File: src/hdl/cor_pkg.sv
`timescale 1ns / 1ps
`default_nettype none

package cor_pkg;

    localparam int POS_W   = 16;
    localparam int RAD_W   = 12;
    localparam int DIFF_W  = 17;
    localparam int RSUM_W  = 13;
    localparam int SQ_W    = 32;
    localparam int RR_W    = 26;
    localparam int SUM_W   = 33;
    localparam int RADB_W  = 34;
    localparam int ROOT_W  = 32;
    localparam int REM_W   = 35;
    localparam int SQRT_STEPS = 32;
    localparam int GUARD   = 15;
    localparam int GAP_W   = 28;
    localparam int MAG_W   = 16;
    localparam int PROD_W  = 44;
    localparam int NUM_W   = 45;
    localparam int DEN_W   = 33;
    localparam int Q_W     = 13;
    localparam int EXT_W   = 18;

    typedef struct packed {
        logic signed [POS_W-1:0]  ax;
        logic signed [POS_W-1:0]  ay;
        logic signed [POS_W-1:0]  bx;
        logic signed [POS_W-1:0]  by;
        logic signed [DIFF_W-1:0] dx;
        logic signed [DIFF_W-1:0] dy;
        logic [RSUM_W-1:0]        rsum;
        logic [SUM_W-1:0]         s;
        logic                     over;
        logic                     coin;
    } cor_entry_t;

    typedef struct packed {
        cor_entry_t        ent;
        logic [REM_W-1:0]  rem;
        logic [ROOT_W-1:0] root;
        logic [RADB_W-1:0] rad;
    } cor_sq_t;

    typedef struct packed {
        cor_entry_t        ent;
        logic [ROOT_W-1:0] len;
        logic [PROD_W-1:0] prod_x;
        logic [PROD_W-1:0] prod_y;
    } cor_mul_t;

    typedef struct packed {
        cor_entry_t       ent;
        logic [NUM_W-1:0] num_x;
        logic [NUM_W-1:0] num_y;
        logic [DEN_W-1:0] den;
        logic [Q_W-1:0]   q_x;
        logic [Q_W-1:0]   q_y;
    } cor_div_t;

    typedef struct packed {
        logic signed [POS_W-1:0] new_a_x;
        logic signed [POS_W-1:0] new_a_y;
        logic signed [POS_W-1:0] new_b_x;
        logic signed [POS_W-1:0] new_b_y;
        logic                    overlapping;
        logic                    coincident;
    } cor_res_t;

    // One digit of the square root: two radicand bits in, one root bit out.
    function automatic cor_sq_t sqrt_step(input cor_sq_t s);
        cor_sq_t          r;
        logic [REM_W-1:0] rem_sh;
        logic [REM_W-1:0] trial;
        r      = s;
        rem_sh = {s.rem[REM_W-3:0], s.rad[RADB_W-1 -: 2]};
        trial  = {1'b0, s.root, 2'b01};
        if (rem_sh >= trial)
        begin
            r.rem  = rem_sh - trial;
            r.root = {s.root[ROOT_W-2:0], 1'b1};
        end
        else
        begin
            r.rem  = rem_sh;
            r.root = {s.root[ROOT_W-2:0], 1'b0};
        end
        r.rad = {s.rad[RADB_W-3:0], 2'b00};
        return r;
    endfunction

    // One quotient bit for each of two restoring divisions by one divisor, for a fixed bit position.
    function automatic cor_div_t div_step(input cor_div_t d, input int b);
        cor_div_t         r;
        logic [NUM_W:0]   trial;
        logic [NUM_W:0]   nx;
        logic [NUM_W:0]   ny;
        r     = d;
        trial = {{(NUM_W + 1 - DEN_W){1'b0}}, d.den} << b;
        nx    = {1'b0, d.num_x};
        ny    = {1'b0, d.num_y};
        if (nx >= trial)
        begin
            nx      = nx - trial;
            r.q_x   = d.q_x | (Q_W'(1) << b);
        end
        if (ny >= trial)
        begin
            ny      = ny - trial;
            r.q_y   = d.q_y | (Q_W'(1) << b);
        end
        r.num_x = nx[NUM_W-1:0];
        r.num_y = ny[NUM_W-1:0];
        return r;
    endfunction

    function automatic logic signed [POS_W-1:0] sat16(input logic signed [EXT_W-1:0] v);
        logic signed [POS_W-1:0] r;
        if (v > EXT_W'(signed'(32767)))
            r = 16'sh7fff;
        else if (v < -EXT_W'(signed'(32768)))
            r = -16'sh8000;
        else
            r = v[POS_W-1:0];
        return r;
    endfunction

endpackage

`default_nettype wire

File: src/hdl/cor_queue.sv
`timescale 1ns / 1ps
`default_nettype none

module cor_queue #(
    parameter int DEPTH = 4
) (
    input  wire logic         clk,
    input  wire logic         rst_n,
    input  wire logic         push,
    output logic              ready,
    input  wire cor_pkg::cor_entry_t in_ent,
    output cor_pkg::cor_entry_t out_ent,
    output logic              avail,
    input  wire logic         pop
);
    import cor_pkg::*;

    localparam int PTR_W = (DEPTH > 1) ? $clog2(DEPTH) : 1;
    localparam int CNT_W = $clog2(DEPTH + 1);

    cor_entry_t       mem [DEPTH];
    logic [PTR_W-1:0] head_reg, tail_reg;
    logic [CNT_W-1:0] count_reg;
    logic             do_push, do_pop;

    assign ready   = (count_reg != CNT_W'(DEPTH));
    assign avail   = (count_reg != '0);
    assign do_push = push && ready;
    assign do_pop  = pop && avail;
    assign out_ent = mem[head_reg];

    always_ff @(posedge clk)
    begin
        if (do_push)
            mem[tail_reg] <= in_ent;
    end

    always_ff @(posedge clk or negedge rst_n)
    begin
        if (!rst_n)
        begin
            head_reg  <= '0;
            tail_reg  <= '0;
            count_reg <= '0;
        end
        else
        begin
            if (do_push)
                tail_reg <= (tail_reg == PTR_W'(DEPTH - 1)) ? '0 : tail_reg + 1'b1;
            if (do_pop)
                head_reg <= (head_reg == PTR_W'(DEPTH - 1)) ? '0 : head_reg + 1'b1;
            if (do_push && !do_pop)
                count_reg <= count_reg + 1'b1;
            else if (do_pop && !do_push)
                count_reg <= count_reg - 1'b1;
        end
    end

    a_count_bound: assert property (@(posedge clk) disable iff (!rst_n)
        count_reg <= CNT_W'(DEPTH))
        else $error("queue count above depth");

    a_no_overflow: assert property (@(posedge clk) disable iff (!rst_n)
        push |-> ready)
        else $error("push into a full queue");

endmodule

`default_nettype wire

File: config.mk
export PLATFORM = sky130hd
export DESIGN_NAME = cor_queue
export DESIGN_NICKNAME = d
export VERILOG_FILES = /design/src/hdl/cor_pkg.sv /design/src/hdl/cor_queue.sv
export SDC_FILE = /design/constraint.sdc
export NUM_CORES = 1
export LEC_CHECK = 0
export BUFFER_PORTS_ARGS = -buffer_cell sky130_fd_sc_hd__buf_2
export CORE_ASPECT_RATIO = 1.5
export CORE_MARGIN = 2
export CORE_UTILIZATION = 51
export DETAILED_ROUTE_END_ITERATION = 10
export PLACE_DENSITY = 0.71
export SLEW_MARGIN = 30
export SYNTH_ARGS = -nofsm -noshare
export SYNTH_HDL_FRONTEND = slang
export SYNTH_SLANG_ARGS = --single-unit
File: constraint.sdc
create_clock -name clk -period 2.95 [get_ports clk]
set_input_delay 0.1475 -clock clk [delete_from_list [all_inputs] [get_ports clk]]
set_output_delay 0.1475 -clock clk [all_outputs]
set_load 0.05 [all_outputs]
# After elaboration in Yosys (flattened, before gate mapping)
# Memories as Yosys holds them, arrays and structs flattened.
# Cells that the tools add are included.
word_totals:
  out_inout_bits: 148
  word_cells: 25
  ram_bits: 584
  ff_bits: 7
  mem_count: 1
op_classes:
  n_eq_ne: 3
  n_mux: 6
  addsub: 4
  n_reduce_logical: 8
mem_list:
  columns: ["name", "words", "width", "rd", "rd_ports_with_merged_regs", "wr", "line", "source"]
  rows:
  - ["mem", 4, 146, 1, 0, 1, "cor_queue.sv:21", "cor_entry_t mem [DEPTH];"]
ops:
  columns: ["operator", "count"]
  rows:
  - ["3-bit two-way mux", 2]
  - ["2-bit by 1-bit adder with 2-bit output (second input constant)", 2]
  - ["2-bit equality test (second input constant)", 2]
  - ["1-bit logical AND", 4]
  - ["2-bit two-way mux", 2]
  - ["3-bit by 1-bit adder with 3-bit output (second input constant)", 1]
  - ["3-bit != test (second input constant)", 1]
  - ["3-bit nonzero test", 1]
  - ["3-bit by 1-bit subtractor with 3-bit output (second input constant)", 1]
  - ["1-bit zero test", 2]
  - ["1-bit two-way mux", 2]
  - ["2-bit nonzero test", 1]

# Longest topological paths before layout
logic_depth:
  word_depth: 6
  ltp_mapped: 8
  depth_no_buf: 8

# Worst setup path after synthesis
# OpenSTA, ideal clock, no wires.
synth_path:
  path_type: "register to register"
  startpoint: "register count_reg[2]"
  endpoint: "memory mem[0][0] in the netlist's numbering (enable)"
  path_slack_ns: -0.079
  synth_period_minus_slack_ns: 3.029
  n_path_buf: 0
  path_stages_with_launch: 3
  arrival_ns: 2.588
  setup_ns: 0.441
  required_time_ns: 2.509
  path_cell_list: "dfrtp_1 > or3b_4 > and3_2"
synth_between:
  elab_chain_cells: 4
synth_rtl:
  columns: ["element", "line", "source"]
  rows:
  - ["start: declaration", "cor_queue.sv:23", "logic [CNT_W-1:0] count_reg;"]
  - ["start signal: assignment", "cor_queue.sv:53", "count_reg <= count_reg + 1'b1;"]
  - ["start signal: assignment", "cor_queue.sv:55", "count_reg <= count_reg - 1'b1;"]
  - ["3-bit != test", "cor_queue.sv:26", "assign ready = (count_reg != CNT_W'(DEPTH));"]
  - ["net ready", "cor_queue.sv:10", "output logic ready,"]
  - ["1-bit logical AND", "cor_queue.sv:28", "assign do_push = push && ready;"]
  - ["1-bit two-way mux", "cor_queue.sv:34", "if (do_push)"]
  - ["1-bit two-way mux (implied by the code)", "cor_queue.sv:35", "mem[tail_reg] <= in_ent;"]
  - ["end: declaration", "cor_queue.sv:21", null]
# The timed path passes the listed nets, and every way through them passes these cells.

==> results.ini <==
[status]
run_status=complete, no violations

[sta]
hold_slack_ns=0.0660
slew-limit-headroom_pct=59.3
setup-violations-final=0
finalHoldViolations=0
final.min_clock_period_ns=2.64
final_sum_of_negative_setup_slack_ns=0
layout_worst_path_cycle_share_pct=89.6
timing_max_transition_violations_final=0
rsz0062_at_grt=false
final.setup.worst_slack_ns=0.308
clock.fmax_mhz=379
worst_clock_skew_ns=0.0106
max_slew.worst_pin.slew_ns=0.611

[yosys]
synth_top_area_share_pct=81.5
synth-seq-area-share_pct=82.3
synth.mux.area_fraction_pct=15.6
netlist_area_um2=21500
post_synth_and_or_nand_nor_area_fraction_pct=0.337
synthesis.yosys.warnings=0
yosys_register_bits=591
synth.area.top_cells=sky130_fd_sc_hd__edfxtp_1 81%, sky130_fd_sc_hd__mux4_2 15%, sky130_fd_sc_hd__dfrtp_1 0.81%, sky130_fd_sc_hd__buf_6 0.73%, sky130_fd_sc_hd__buf_2 0.37%
synth-compound-area-share_pct=0
synthAdderAreaFrac_pct=0.442
synth_cells=799
synthesis.nets=956
yosys.cell_types.count=20
dominant_combinational_cell_family_by_area_after_synthesis=multiplexers
synth_xor_xnor_area_share_pct=0.122
postSynthAreaPerCell_um2=26.9
yosysTopAreaCell=sky130_fd_sc_hd__edfxtp_1

[critical_path]
cp.arrival_ns=2.49
worstPathCellList=buf_12 -> mux4_2 -> buf_2
crit_fanout=32
rr_worst_depth=8
r2r_setup_slack_ns=0.67
crit_path_top_delay_cell=sky130_fd_sc_hd__dfrtp_4
timing.rr.end=count_reg[2]$_DFFE_PN0P_
timing.critical_path.required_ns=2.80
crit_path_max_incr_delay_ns=0.75
path_class=register to primary output
beginning_of_the_worst_register_to_register_path=count_reg[0]$_DFFE_PN0P_
launch_point_of_the_critical_path=head_reg[0]$_DFFE_PN0P_
critical_path.startpoint_type=register
crit_end=out_ent[55]
setup.worst_path.end_class=primary output

[global_route]
grt_use_met3_pct=4.44
gr-total-overflow=0
top_usage_layer=met2
grt_pass1_wl_mm=64.9
grt.met2_usage_pct=35.0
grt_met1_use_pct=23.6
vias_in_the_first_global_route=11222
global_route.usage.total_pct=19.7
initial_antenna_violation_count=2
pin_count_of_the_biggest_net_entering_global_routing=55

[route]
firstDrtPassIters=5
via_per_inst=5.37
vias=10186
drc_errors=0
post_drt_wl_per_cell_um=22.5
drt_iter0_markers=554
drt_wl_total_mm=42.6
drt.antenna.violating_nets=0

[cells_and_area]
area_growth_syn_to_layout_pct=25.9
stdcell_area_um2=27100
final_cell_count_no_fill=1896
layout.cells.most_common_list=584 x sky130_fd_sc_hd__edfxtp_1, 297 x sky130_fd_sc_hd__buf_2, 149 x sky130_fd_sc_hd__dlygate4sd3_1
drive_above_1_share_pct=41.6
final_common_cell=sky130_fd_sc_hd__edfxtp_1
utilization_pct=64.9
nNetsFinal=1449
largest_register_ff_count=584
antenna_cells_inserted=0

[floorplanning]
fp-row-count=92
initial_core_util_pct=51.5
fp.dieH_um=256
pin_count=298
die_area_um2=43900
fp.coreArea_um2=41800
chipWidth_um=172

[power_and_ir_drop]
power_switching_mw=11.6
seq_power_share_pct=38.4
static-leakage-power_nw=9.31
irDropWorstVdd_mv=0.989
comb_power_share_pct=39.6
pwr-share-clk_pct=22.0
power.density_cell_area_nw_per_um2=1120
netSwitchingFraction_pct=38.3
total_power_mw=30.3
internal_power_mw=18.7

[placed_design]
place_inst=1654
place_hpwl_mm=25.8
finalWeightedCongestion=0.763
post_place_instance_area_um2=23900
io_buffers=297
placement.setup.worst_slack_ns=0.787

[clock_network]
num_cts_buffers=51
cts_htree_levels=2
post_cts_resized=0
clk_pin_slew_worst_paths_ns=0.06
cts_root_buffer=sky130_fd_sc_hd__clkbuf_16
cts_num_sinks=591
clock_path_buffers=3
cts_tree=done
clk_latency_ns=0.56

[flow_run]
maxCapViolCount=0

[min_path]
worst_hold_path_type=primary input to register

-- kinds of logic (layout without fill, tap and decap cells) --
kind of cell / count (synthesis) / in the layout
buf+inv: 36 / 569
mux: 151 / 151
simple gates: 11 / 11
flops: 591 / 591
fa+ha+maj: 7 / 7
xor+xnor: 3 / 3
-- layer usage --
layer | part of all wire [%] | wire (um)
met1 | 37 | 15800
met2 | 54 | 22900
met3 | 5.7 | 2420
met4 | 3.4 | 1450
met5 | 0.059 | 25
-- cell usage after synthesis --
master                     instances
sky130_fd_sc_hd__mux2_4            2
sky130_fd_sc_hd__xnor2_1           1
sky130_fd_sc_hd__fa_1              1
sky130_fd_sc_hd__buf_4             1
sky130_fd_sc_hd__nor2_1            3
sky130_fd_sc_hd__and2_4            1
sky130_fd_sc_hd__buf_2            16
sky130_fd_sc_hd__and3_2            4
sky130_fd_sc_hd__inv_1             3
sky130_fd_sc_hd__dfrtp_1           7
sky130_fd_sc_hd__or3_2             1
sky130_fd_sc_hd__nand2_1           1
sky130_fd_sc_hd__buf_6            14
sky130_fd_sc_hd__or3b_4            1
sky130_fd_sc_hd__clkbuf_1          2
sky130_fd_sc_hd__mux4_2          146
sky130_fd_sc_hd__mux2_2            3
sky130_fd_sc_hd__xor2_1            2
sky130_fd_sc_hd__edfxtp_1        584
sky130_fd_sc_hd__ha_1              6
-- layout make-up --
| type | count | area [um2] |
|---|---|---|
| Timing Repair Buffer | 473 | 3430 |
| Clock inverter | 21 | 254 |
| Clock buffer | 72 | 1420 |
| Multi-Input combinational cell | 172 | 3560 |
| Fill cell | 2760 | 14700 |
| Tap cell | 564 | 706 |
| Inverter | 3 | 11.3 |
| Sequential cell | 591 | 17700 |
-- how the worst min path moves through the flow --
stage,cells past startpoint,startpoint,slack [ns],end
2_1_floorplan,0,rst_n,-0.15,count_reg[0]$_DFFE_PN0P_
3_3_place_gp,1,rst_n,-0.008,count_reg[2]$_DFFE_PN0P_
3_5_place_dp,1,rst_n,-0.004,count_reg[2]$_DFFE_PN0P_
4_1_cts,3,push,0.03,tail_reg[1]$_DFFE_PN0P_
5_1_grt,3,push,0.07,tail_reg[1]$_DFFE_PN0P_
6_report,3,push,0.07,tail_reg[1]$_DFFE_PN0P_
-- worst max-delay path, delay by kind of cell (launching register included) --
kind	cells	cell delay (ns)
buffers and inverters	2	0.56
flip-flops	1	0.75
multiplexers	1	0.57
-- power groups by stage --
| stage | sequential, mW | clock, mW | combinational [mW] |
|---|---|---|---|
| after floorplan | 11.6 | 0 | 9.23 |
| after global routing | 11.8 | 7.07 | 12.6 |
| after CTS | 11.7 | 6.81 | 12.2 |
| after global placement | 11.7 | 0 | 11.9 |
| after detailed placement | 11.8 | 0 | 12.0 |
| final | 11.6 | 6.65 | 12.0 |
-- timing repair --
| action | CTS | global route |
|---|---|---|
| hold buffers | 149 | 0 |
| endpoints found under the hold margin | 593 | 0 |
| endpoints found under the setup margin | 0 | 0 |
| buffers inserted | 0 | 0 |
No activity file was read; power rests on OpenSTA's default activity.
