**src/hdl/cor_pkg.sv**
```systemverilog
`timescale 1ns / 1ps
`default_nettype none

package cor_pkg;

    localparam int POS_W   = 16;
    localparam int RAD_W   = 12;
    localparam int DIFF_W  = 17;
    localparam int RSUM_W  = 13;
    localparam int SQ_W    = 32;
    localparam int RR_W    = 26;
    localparam int SUM_W   = 33;
    localparam int RADB_W  = 34;
    localparam int ROOT_W  = 32;
    localparam int REM_W   = 35;
    localparam int SQRT_STEPS = 32;
    localparam int GUARD   = 15;
    localparam int GAP_W   = 28;
    localparam int MAG_W   = 16;
    localparam int PROD_W  = 44;
    localparam int NUM_W   = 45;
    localparam int DEN_W   = 33;
    localparam int Q_W     = 13;
    localparam int EXT_W   = 18;

    typedef struct packed {
        logic signed [POS_W-1:0]  ax;
        logic signed [POS_W-1:0]  ay;
        logic signed [POS_W-1:0]  bx;
        logic signed [POS_W-1:0]  by;
        logic signed [DIFF_W-1:0] dx;
        logic signed [DIFF_W-1:0] dy;
        logic [RSUM_W-1:0]        rsum;
        logic [SUM_W-1:0]         s;
        logic                     over;
        logic                     coin;
    } cor_entry_t;

    typedef struct packed {
        cor_entry_t        ent;
        logic [REM_W-1:0]  rem;
        logic [ROOT_W-1:0] root;
        logic [RADB_W-1:0] rad;
    } cor_sq_t;

    typedef struct packed {
        cor_entry_t        ent;
        logic [ROOT_W-1:0] len;
        logic [PROD_W-1:0] prod_x;
        logic [PROD_W-1:0] prod_y;
    } cor_mul_t;

    typedef struct packed {
        cor_entry_t       ent;
        logic [NUM_W-1:0] num_x;
        logic [NUM_W-1:0] num_y;
        logic [DEN_W-1:0] den;
        logic [Q_W-1:0]   q_x;
        logic [Q_W-1:0]   q_y;
    } cor_div_t;

    typedef struct packed {
        logic signed [POS_W-1:0] new_a_x;
        logic signed [POS_W-1:0] new_a_y;
        logic signed [POS_W-1:0] new_b_x;
        logic signed [POS_W-1:0] new_b_y;
        logic                    overlapping;
        logic                    coincident;
    } cor_res_t;

    // One digit of the square root: two radicand bits in, one root bit out.
    function automatic cor_sq_t sqrt_step(input cor_sq_t s);
        cor_sq_t          r;
        logic [REM_W-1:0] rem_sh;
        logic [REM_W-1:0] trial;
        r      = s;
        rem_sh = {s.rem[REM_W-3:0], s.rad[RADB_W-1 -: 2]};
        trial  = {1'b0, s.root, 2'b01};
        if (rem_sh >= trial)
        begin
            r.rem  = rem_sh - trial;
            r.root = {s.root[ROOT_W-2:0], 1'b1};
        end
        else
        begin
            r.rem  = rem_sh;
            r.root = {s.root[ROOT_W-2:0], 1'b0};
        end
        r.rad = {s.rad[RADB_W-3:0], 2'b00};
        return r;
    endfunction

    // One quotient bit for each of two restoring divisions by one divisor, for a fixed bit position.
    function automatic cor_div_t div_step(input cor_div_t d, input int b);
        cor_div_t         r;
        logic [NUM_W:0]   trial;
        logic [NUM_W:0]   nx;
        logic [NUM_W:0]   ny;
        r     = d;
        trial = {{(NUM_W + 1 - DEN_W){1'b0}}, d.den} << b;
        nx    = {1'b0, d.num_x};
        ny    = {1'b0, d.num_y};
        if (nx >= trial)
        begin
            nx      = nx - trial;
            r.q_x   = d.q_x | (Q_W'(1) << b);
        end
        if (ny >= trial)
        begin
            ny      = ny - trial;
            r.q_y   = d.q_y | (Q_W'(1) << b);
        end
        r.num_x = nx[NUM_W-1:0];
        r.num_y = ny[NUM_W-1:0];
        return r;
    endfunction

    function automatic logic signed [POS_W-1:0] sat16(input logic signed [EXT_W-1:0] v);
        logic signed [POS_W-1:0] r;
        if (v > EXT_W'(signed'(32767)))
            r = 16'sh7fff;
        else if (v < -EXT_W'(signed'(32768)))
            r = -16'sh8000;
        else
            r = v[POS_W-1:0];
        return r;
    endfunction

endpackage

`default_nettype wire

```
**src/hdl/cor_front.sv**
```systemverilog
`timescale 1ns / 1ps
`default_nettype none

module cor_front (
    input  wire logic                          clk,
    input  wire logic                          rst_n,
    input  wire logic                          push,
    output logic                               full,
    input  wire logic signed [cor_pkg::POS_W-1:0] a_x,
    input  wire logic signed [cor_pkg::POS_W-1:0] a_y,
    input  wire logic [cor_pkg::RAD_W-1:0]     a_radius,
    input  wire logic signed [cor_pkg::POS_W-1:0] b_x,
    input  wire logic signed [cor_pkg::POS_W-1:0] b_y,
    input  wire logic [cor_pkg::RAD_W-1:0]     b_radius,
    output cor_pkg::cor_entry_t                ent,
    output logic                               ent_valid,
    input  wire logic                          ent_ready
);
    import cor_pkg::*;

    logic adv;
    logic s1_v_reg, s2_v_reg, s3_v_reg;

    logic signed [POS_W-1:0]  ax_reg [3];
    logic signed [POS_W-1:0]  ay_reg [3];
    logic signed [POS_W-1:0]  bx_reg [3];
    logic signed [POS_W-1:0]  by_reg [3];
    logic signed [DIFF_W-1:0] dx_reg [3];
    logic signed [DIFF_W-1:0] dy_reg [3];
    logic [RSUM_W-1:0]        rsum_reg [3];

    logic [SQ_W-1:0] sqx_reg, sqy_reg;
    logic [RR_W-1:0] rr_reg;
    logic [SUM_W-1:0] s_reg;
    logic over_reg, coin_reg;

    logic signed [2*DIFF_W-1:0] px, py;
    logic [SUM_W-1:0] s_next;

    assign adv  = !s3_v_reg || ent_ready;
    assign full = !adv;

    assign px     = dx_reg[0] * dx_reg[0];
    assign py     = dy_reg[0] * dy_reg[0];
    assign s_next = {1'b0, sqx_reg} + {1'b0, sqy_reg};

    always_ff @(posedge clk or negedge rst_n)
    begin
        if (!rst_n)
        begin
            s1_v_reg <= 1'b0;
            s2_v_reg <= 1'b0;
            s3_v_reg <= 1'b0;
        end
        else if (adv)
        begin
            s1_v_reg <= push;
            s2_v_reg <= s1_v_reg;
            s3_v_reg <= s2_v_reg;
        end
    end

    always_ff @(posedge clk)
    begin
        if (adv)
        begin
            ax_reg[0]   <= a_x;
            ay_reg[0]   <= a_y;
            bx_reg[0]   <= b_x;
            by_reg[0]   <= b_y;
            dx_reg[0]   <= DIFF_W'(a_x) - DIFF_W'(b_x);
            dy_reg[0]   <= DIFF_W'(a_y) - DIFF_W'(b_y);
            rsum_reg[0] <= {1'b0, a_radius} + {1'b0, b_radius};
            for (int i = 1; i < 3; i++)
            begin
                ax_reg[i]   <= ax_reg[i-1];
                ay_reg[i]   <= ay_reg[i-1];
                bx_reg[i]   <= bx_reg[i-1];
                by_reg[i]   <= by_reg[i-1];
                dx_reg[i]   <= dx_reg[i-1];
                dy_reg[i]   <= dy_reg[i-1];
                rsum_reg[i] <= rsum_reg[i-1];
            end
            sqx_reg  <= px[SQ_W-1:0];
            sqy_reg  <= py[SQ_W-1:0];
            rr_reg   <= rsum_reg[0] * rsum_reg[0];
            s_reg    <= s_next;
            over_reg <= {{(SUM_W - RR_W){1'b0}}, rr_reg} > s_next;
            coin_reg <= (s_next == '0);
        end
    end

    always_comb
    begin
        ent.ax   = ax_reg[2];
        ent.ay   = ay_reg[2];
        ent.bx   = bx_reg[2];
        ent.by   = by_reg[2];
        ent.dx   = dx_reg[2];
        ent.dy   = dy_reg[2];
        ent.rsum = rsum_reg[2];
        ent.s    = s_reg;
        ent.over = over_reg;
        ent.coin = coin_reg;
    end

    assign ent_valid = s3_v_reg;

endmodule

`default_nettype wire

```
**config.mk**
```make
export PLATFORM = sky130hd
export DESIGN_NAME = cor_front
export DESIGN_NICKNAME = d
export VERILOG_FILES = /design/src/hdl/cor_pkg.sv /design/src/hdl/cor_front.sv
export SDC_FILE = /design/constraint.sdc
export NUM_CORES = 2
export LEC_CHECK = 0
export ABC_AREA = 0
export BUFFER_PORTS_ARGS = -buffer_cell sky130_fd_sc_hd__buf_2
export CAP_MARGIN = 20
export CORE_MARGIN = 1.5
export CORE_UTILIZATION = 57
export DETAILED_ROUTE_END_ITERATION = 6
export PLACE_DENSITY = 0.82
export SYNTH_ARGS = -nofsm -noshare
export SYNTH_HDL_FRONTEND = slang
export SYNTH_SLANG_ARGS = --single-unit
```
**constraint.sdc**
```tcl
create_clock -name clk -period 9.25 [get_ports clk]
set_input_delay 0.4625 -clock clk [delete_from_list [all_inputs] [get_ports clk]]
set_output_delay 0.4625 -clock clk [all_outputs]
set_load 0.05 [all_outputs]
```
---- Word level (Yosys, flattened, before mapping) ----
Memory sizes are Yosys's and may differ from the RTL's.
Cells that the tools add are included.
Widths: inputs -> output; s select.
storage, ports and cells
  register bits ........................... 128
  latch bits .............................. 0
  bits in writable memories ............... 333
  memory bits (read-only) ................. 0
  output and inout bits ................... 148
  logic and storage cells ................. 30
  memories kept ........................... 7
operators by class
  add/subtract/negate cells ............... 4
  $mul .................................... 3
  div/mod/pow operators ................... 0
  order comparisons ....................... 1
  eq/ne operators ......................... 0
  shift operators ......................... 0
  muxes and demuxes ....................... 2
  bitwise gates (word level) .............. 0
  reductions and logical operators ........ 4
memory list
  memory       depth  bits a word  rd ports  clocked after Yosys merged registers in  wr ports  RTL line         text
  dx_reg       3      17           3         0                                        3         cor_front.sv:28  logic signed [DIFF_W-1:0] dx_reg [3];
  dy_reg       3      17           3         0                                        3         cor_front.sv:29  logic signed [DIFF_W-1:0] dy_reg [3];
  ax_reg       3      16           3         0                                        3         cor_front.sv:24  logic signed [POS_W-1:0] ax_reg [3];
  ay_reg       3      16           3         0                                        3         cor_front.sv:25  logic signed [POS_W-1:0] ay_reg [3];
  bx_reg       3      16           3         0                                        3         cor_front.sv:26  logic signed [POS_W-1:0] bx_reg [3];
  by_reg       3      16           3         0                                        3         cor_front.sv:27  logic signed [POS_W-1:0] by_reg [3];
  +1 memories  -      -            -         -                                        -         -
operators with widths
  kind              count
  $mul 17x17->32    2
  $sub 16x16->17    2
  $add 32x32->33    1
  $gt 26x33->1      1
  $logic_not 33->1  1
  $mul 13x13->26    1
  $add 12x12->13    1
  $logic_not 1->1   2
  $mux 1            2
  $logic_or 1x1->1  1

---- Longest topological paths before layout ----
  depth after elaboration ................. 4
  depth in mapped cells ................... 29

---- Least setup slack after synthesis ----
Ideal clock, no wire load.
  path kind ............................... flip-flop to flip-flop
  start ................................... register s3_v_reg (netlist: ent_valid)
  end ..................................... memory ax_reg[0][0], enable pin
  setup time .............................. 0.802 ns
  arrival time ............................ 9.754 ns
  required time ........................... 8.448 ns
  path slack .............................. -1.306 ns
  stages on the path, launching flop included .. 3
  path buffers ............................ 0
  period minus slack after synthesis ...... 10.556 ns
  cells stage by stage .................... dfrtp_1 > nor2b_1 > inv_1
RTL lines
  item                    RTL line         text
  from (decl)             cor_front.sv:22  logic s1_v_reg, s2_v_reg, s3_v_reg;
  from (signal assigned)  cor_front.sv:59  s3_v_reg <= s2_v_reg;
  to (decl)               cor_front.sv:24

==> results.txt <==
The post-detailed-route via-to-cell ratio came out at between 5 and 6. The flow ran to the end, and the final reports show no timing, DRC or antenna violations. The combined global-route utilization of all metal layers is between 20 and 25%. A synthesized cell averages between 10 and 15 µm².

The placeable core area is around 72000 µm². The count of clock tree sinks is approximately 460. After the first detailed-routing iteration, the DRC count stood at between 1000 and 1500. The number of synthesized flops with an enable pin came out at roughly 450.

The number of distinct standard cells referenced by the synthesized netlist came out at 72. The accumulated negative setup slack came out at 0 ns. STA classifies the critical path startpoint as a flop. The number of inserted diodes is 0. Entering global routing, the biggest net connects ~180 pins.

The initial cell density of the core came out at a little under 60%. The first detailed-routing pass ran for 6 iterations. Of the available clock period, the critical path in the final layout requires between 80% and 90%.

For this run, design rule violations remaining after detail routing come to 0. At the end of the flow, the number of nets in the layout was 4785. The cell count after synthesis came out at about 3600.

Measured against its own limit, the worst slew margin works out to 31.0%. The worst-margin pin slew came out at about 1.0 ns. The most instantiated flip-flop cell in the synthesis netlist is edfxtp_1. The buffer count from post-CTS setup fixing is 0. The y dimension of the die came out at 273 µm.

The floorplan die width came out at 273 µm. The placement row count came out at between 90 and 100. The highest fanout seen on the critical path is 22.

The highest attainable clock frequency is ~130 MHz. Sequential elements use 32.9% of the synthesized area. The H-tree was split into 2 levels. The register clock-pin slew on the reported worst setup and hold paths came out at approximately 0.070 ns.

CTS placed an instance of clkbuf_16 at the clock tree root. The later-pin clock latency in the skew report is just over 0.6 ns. The CTS tree is yes.

The number of buffers between clock root and the deepest sink came out at 3. Of the cells placed in the final design, the portion with a size suffix greater than 1 is about a tenth. The clock skew is about 0.032 ns.

Dividing the detail-routed wire length by the instance count gives between 15 and 20 µm. Setup repair after global routing left no endpoint under its margin. The die covers between 70000 and 80000 µm². The total count of max-transition violations in the final report is 0. The first-pass GRT wire length came out at about 130000 µm. The initial antenna violation count is 0.

The via count of the first global-routing pass came out at between 20000 and 30000. STA classifies the critical path endpoint as a flop. The setup violation total in the final timing report came out at 0.

The total overflow reported by the global router came out at 0. After legalization and detailed placement, the total HPWL measured 61100 µm. The number of nets produced by synthesis is 4657. The path category of the worst min-delay check is input port to flop. In the synthesized netlist the async set-or-reset flop fraction comes to less than 1%. Summing over every cut layer, the via total after detailed routing is 24700. The number of maximum-capacitance violations came out at 0. The global placement routability congestion came out at 0.882. The summed instance area of the synthesized netlist is between 40000 and 50000 µm². The Yosys step of the flow raised 0 warnings. For this block, the routed nets add up to 78200 µm of wire.

The critical path in this run is classified as flop to flop. In this run the remaining antenna-violating nets after routing total 0. The worst path arrival time came out at about 8 ns. The number of buffers added by the clock tree synthesis step came out at 51. The count of buffers inserted at the top-level ports is ~240.

The minimum clock period after layout came out at approximately 7.6 ns. The data required time of the worst path came out at slightly below 10 ns. The boundary pin count is 240. The final count of hold timing violations is 0. The post-synthesis register bit count came out at around 460. The area added between synthesis and finish came out at 7.70%.
==> critical path, cell delays in order, from the launching register on <==
cell and delay [ns]:
edfxtp_1 0.90, nand2_1 0.22, fa_1 0.54, fa_1 0.56, inv_1 0.06, fa_1 0.50, inv_1 0.05, fa_1 0.55
fa_1 0.45, fa_1 0.50, inv_1 0.04, ha_1 0.35, a2111oi_0 0.48, o21ai_0 0.21, a31o_2 0.28, o21a_1 0.19
o21a_1 0.18, o21a_1 0.19, o21a_1 0.19, or4_4 0.43, a31o_2 0.26, a21oi_2 0.14, xnor2_1 0.08
==> layout by cell type, fill, tap and decap left out, drive strengths merged, types with 67 or more instances in the layout <==
cell type	count
a21oi	92
clkbuf	67
ha	343
edfxtp	452
inv	871
fa	609
and2	152
buf	249
nand2	222
xnor2	137
nor2	125
==> cell usage after synthesis, drive strengths merged (3+ instances only) <==
cell type / instances / share of area, %
inv: 868 / 7.9
fa: 609 / 29
edfxtp: 452 / 33
ha: 343 / 10
nand2: 222 / 2.0
and2: 152 / 2.3
xnor2: 137 / 2.9
nor2: 125 / 1.1
buf: 114 / 2.1
a21oi: 92 / 1.2
clkbuf: 63 / 0.57
o21ai: 59 / 0.76
a21o: 48 / 0.87
xor2: 48 / 1.0
nor2b: 44 / 0.66
o21a: 24 / 0.43
nand2b: 23 / 0.35
nand3: 22 / 0.27
nor3: 19 / 0.24
o21bai: 15 / 0.27
a31oi: 13 / 0.20
and3: 13 / 0.21
nand4: 11 / 0.17
a211oi: 8 / 0.16
or2: 8 / 0.12
a21boi: 7 / 0.13
a31o: 7 / 0.15
nor4: 7 / 0.12
mux2: 6 / 0.16
or3: 6 / 0.091
a211o: 4 / 0.084
and4: 3 / 0.063
dfrtp: 3 / 0.18
o2111ai: 3 / 0.078
o31a: 3 / 0.063
==> layout make-up <==
class	instances	area, µm²
Fill cell	5521	27100
Multi-Input combinational cell	2112	23500
Sequential cell	455	13600
Inverter	869	3270
Clock buffer	67	1420
Timing Repair Buffer	252	1330
Tap cell	950	1190
Clock inverter	26	338
==> metal layers <==
layer  up-vias  wire, µm  track usage [%]
met1     12500     30300             27.0
met4         0      2380             7.21
met5         -         0                0
li1      11500         -                -
met2       556     41600             39.9
met3       155      3990             3.64
==> final timing paths <==
kind | from | to | slack [ns] | cells past startpoint
max in group asynchronous | rst_n | s2_v_reg$_DFFE_PN0N_ | 8.96 | 2
hold / removal | b_x[14] | bx_reg[0][14]$_DFFE_PN_ | 0.04 | 1
min in group asynchronous | rst_n | s1_v_reg$_DFFE_PN0N_ | 0.18 | 2
hold reg to reg | dy_reg[0][24]$_DFFE_PN_ | dy_reg[0][41]$_DFFE_PN_ | 0.40 | 0
setup reg to reg | dx_reg[0][2]$_DFFE_PN_ | sqx_reg[31]$_DFFE_PN_ | 1.65 | 22
setup / recovery | dx_reg[0][2]$_DFFE_PN_ | sqx_reg[31]$_DFFE_PN_ | 1.65 | 22
==> stage by stage <==
| step | instances | worst slack [ns] | util, % | hold WS (ns) | cell area (µm²) |
|---|---|---|---|---|---|
| 6_report | 4731 | 1.65 | 62.3 | 0.0402 | 44700 |
| 5_1_grt | 4731 | 1.28 | 62.3 | 0.0128 | 44700 |
| 4_1_cts | 4730 | 1.64 | 62.2 | 0.00199 | 44600 |
| 3_5_place_dp | 4634 | 1.67 | 59.7 | 0.264 | 42900 |
| 3_3_place_gp | 4634 | 1.94 | 59.7 | 0.259 | 42900 |
| 2_1_floorplan | 3613 | 0.0228 | - | 0.167 | 41500 |
==> what timing repair did <==
action,4_1_cts,5_1_grt
hold buffers,3,0
resized for setup,0,0
endpoints found under the hold margin,5,0
==> kinds of logic (layout without fill, tap and decap cells) <==
group,count (synthesis),after routing,synth area share [%]
AO/OA/AOI/OAI,310,310,4.96
flip-flops,455,455,32.9
buffers and inverters,1046,1214,10.5
multiplexers,6,6,0.163
AND/OR/NAND/NOR,659,659,7.82
adder cells (fa/ha/maj),952,952,39.7
XOR/XNOR,185,185,3.91
Power is not shown: default switching activity piles up to over one toggle a cycle in this logic, so the estimate is an artifact.
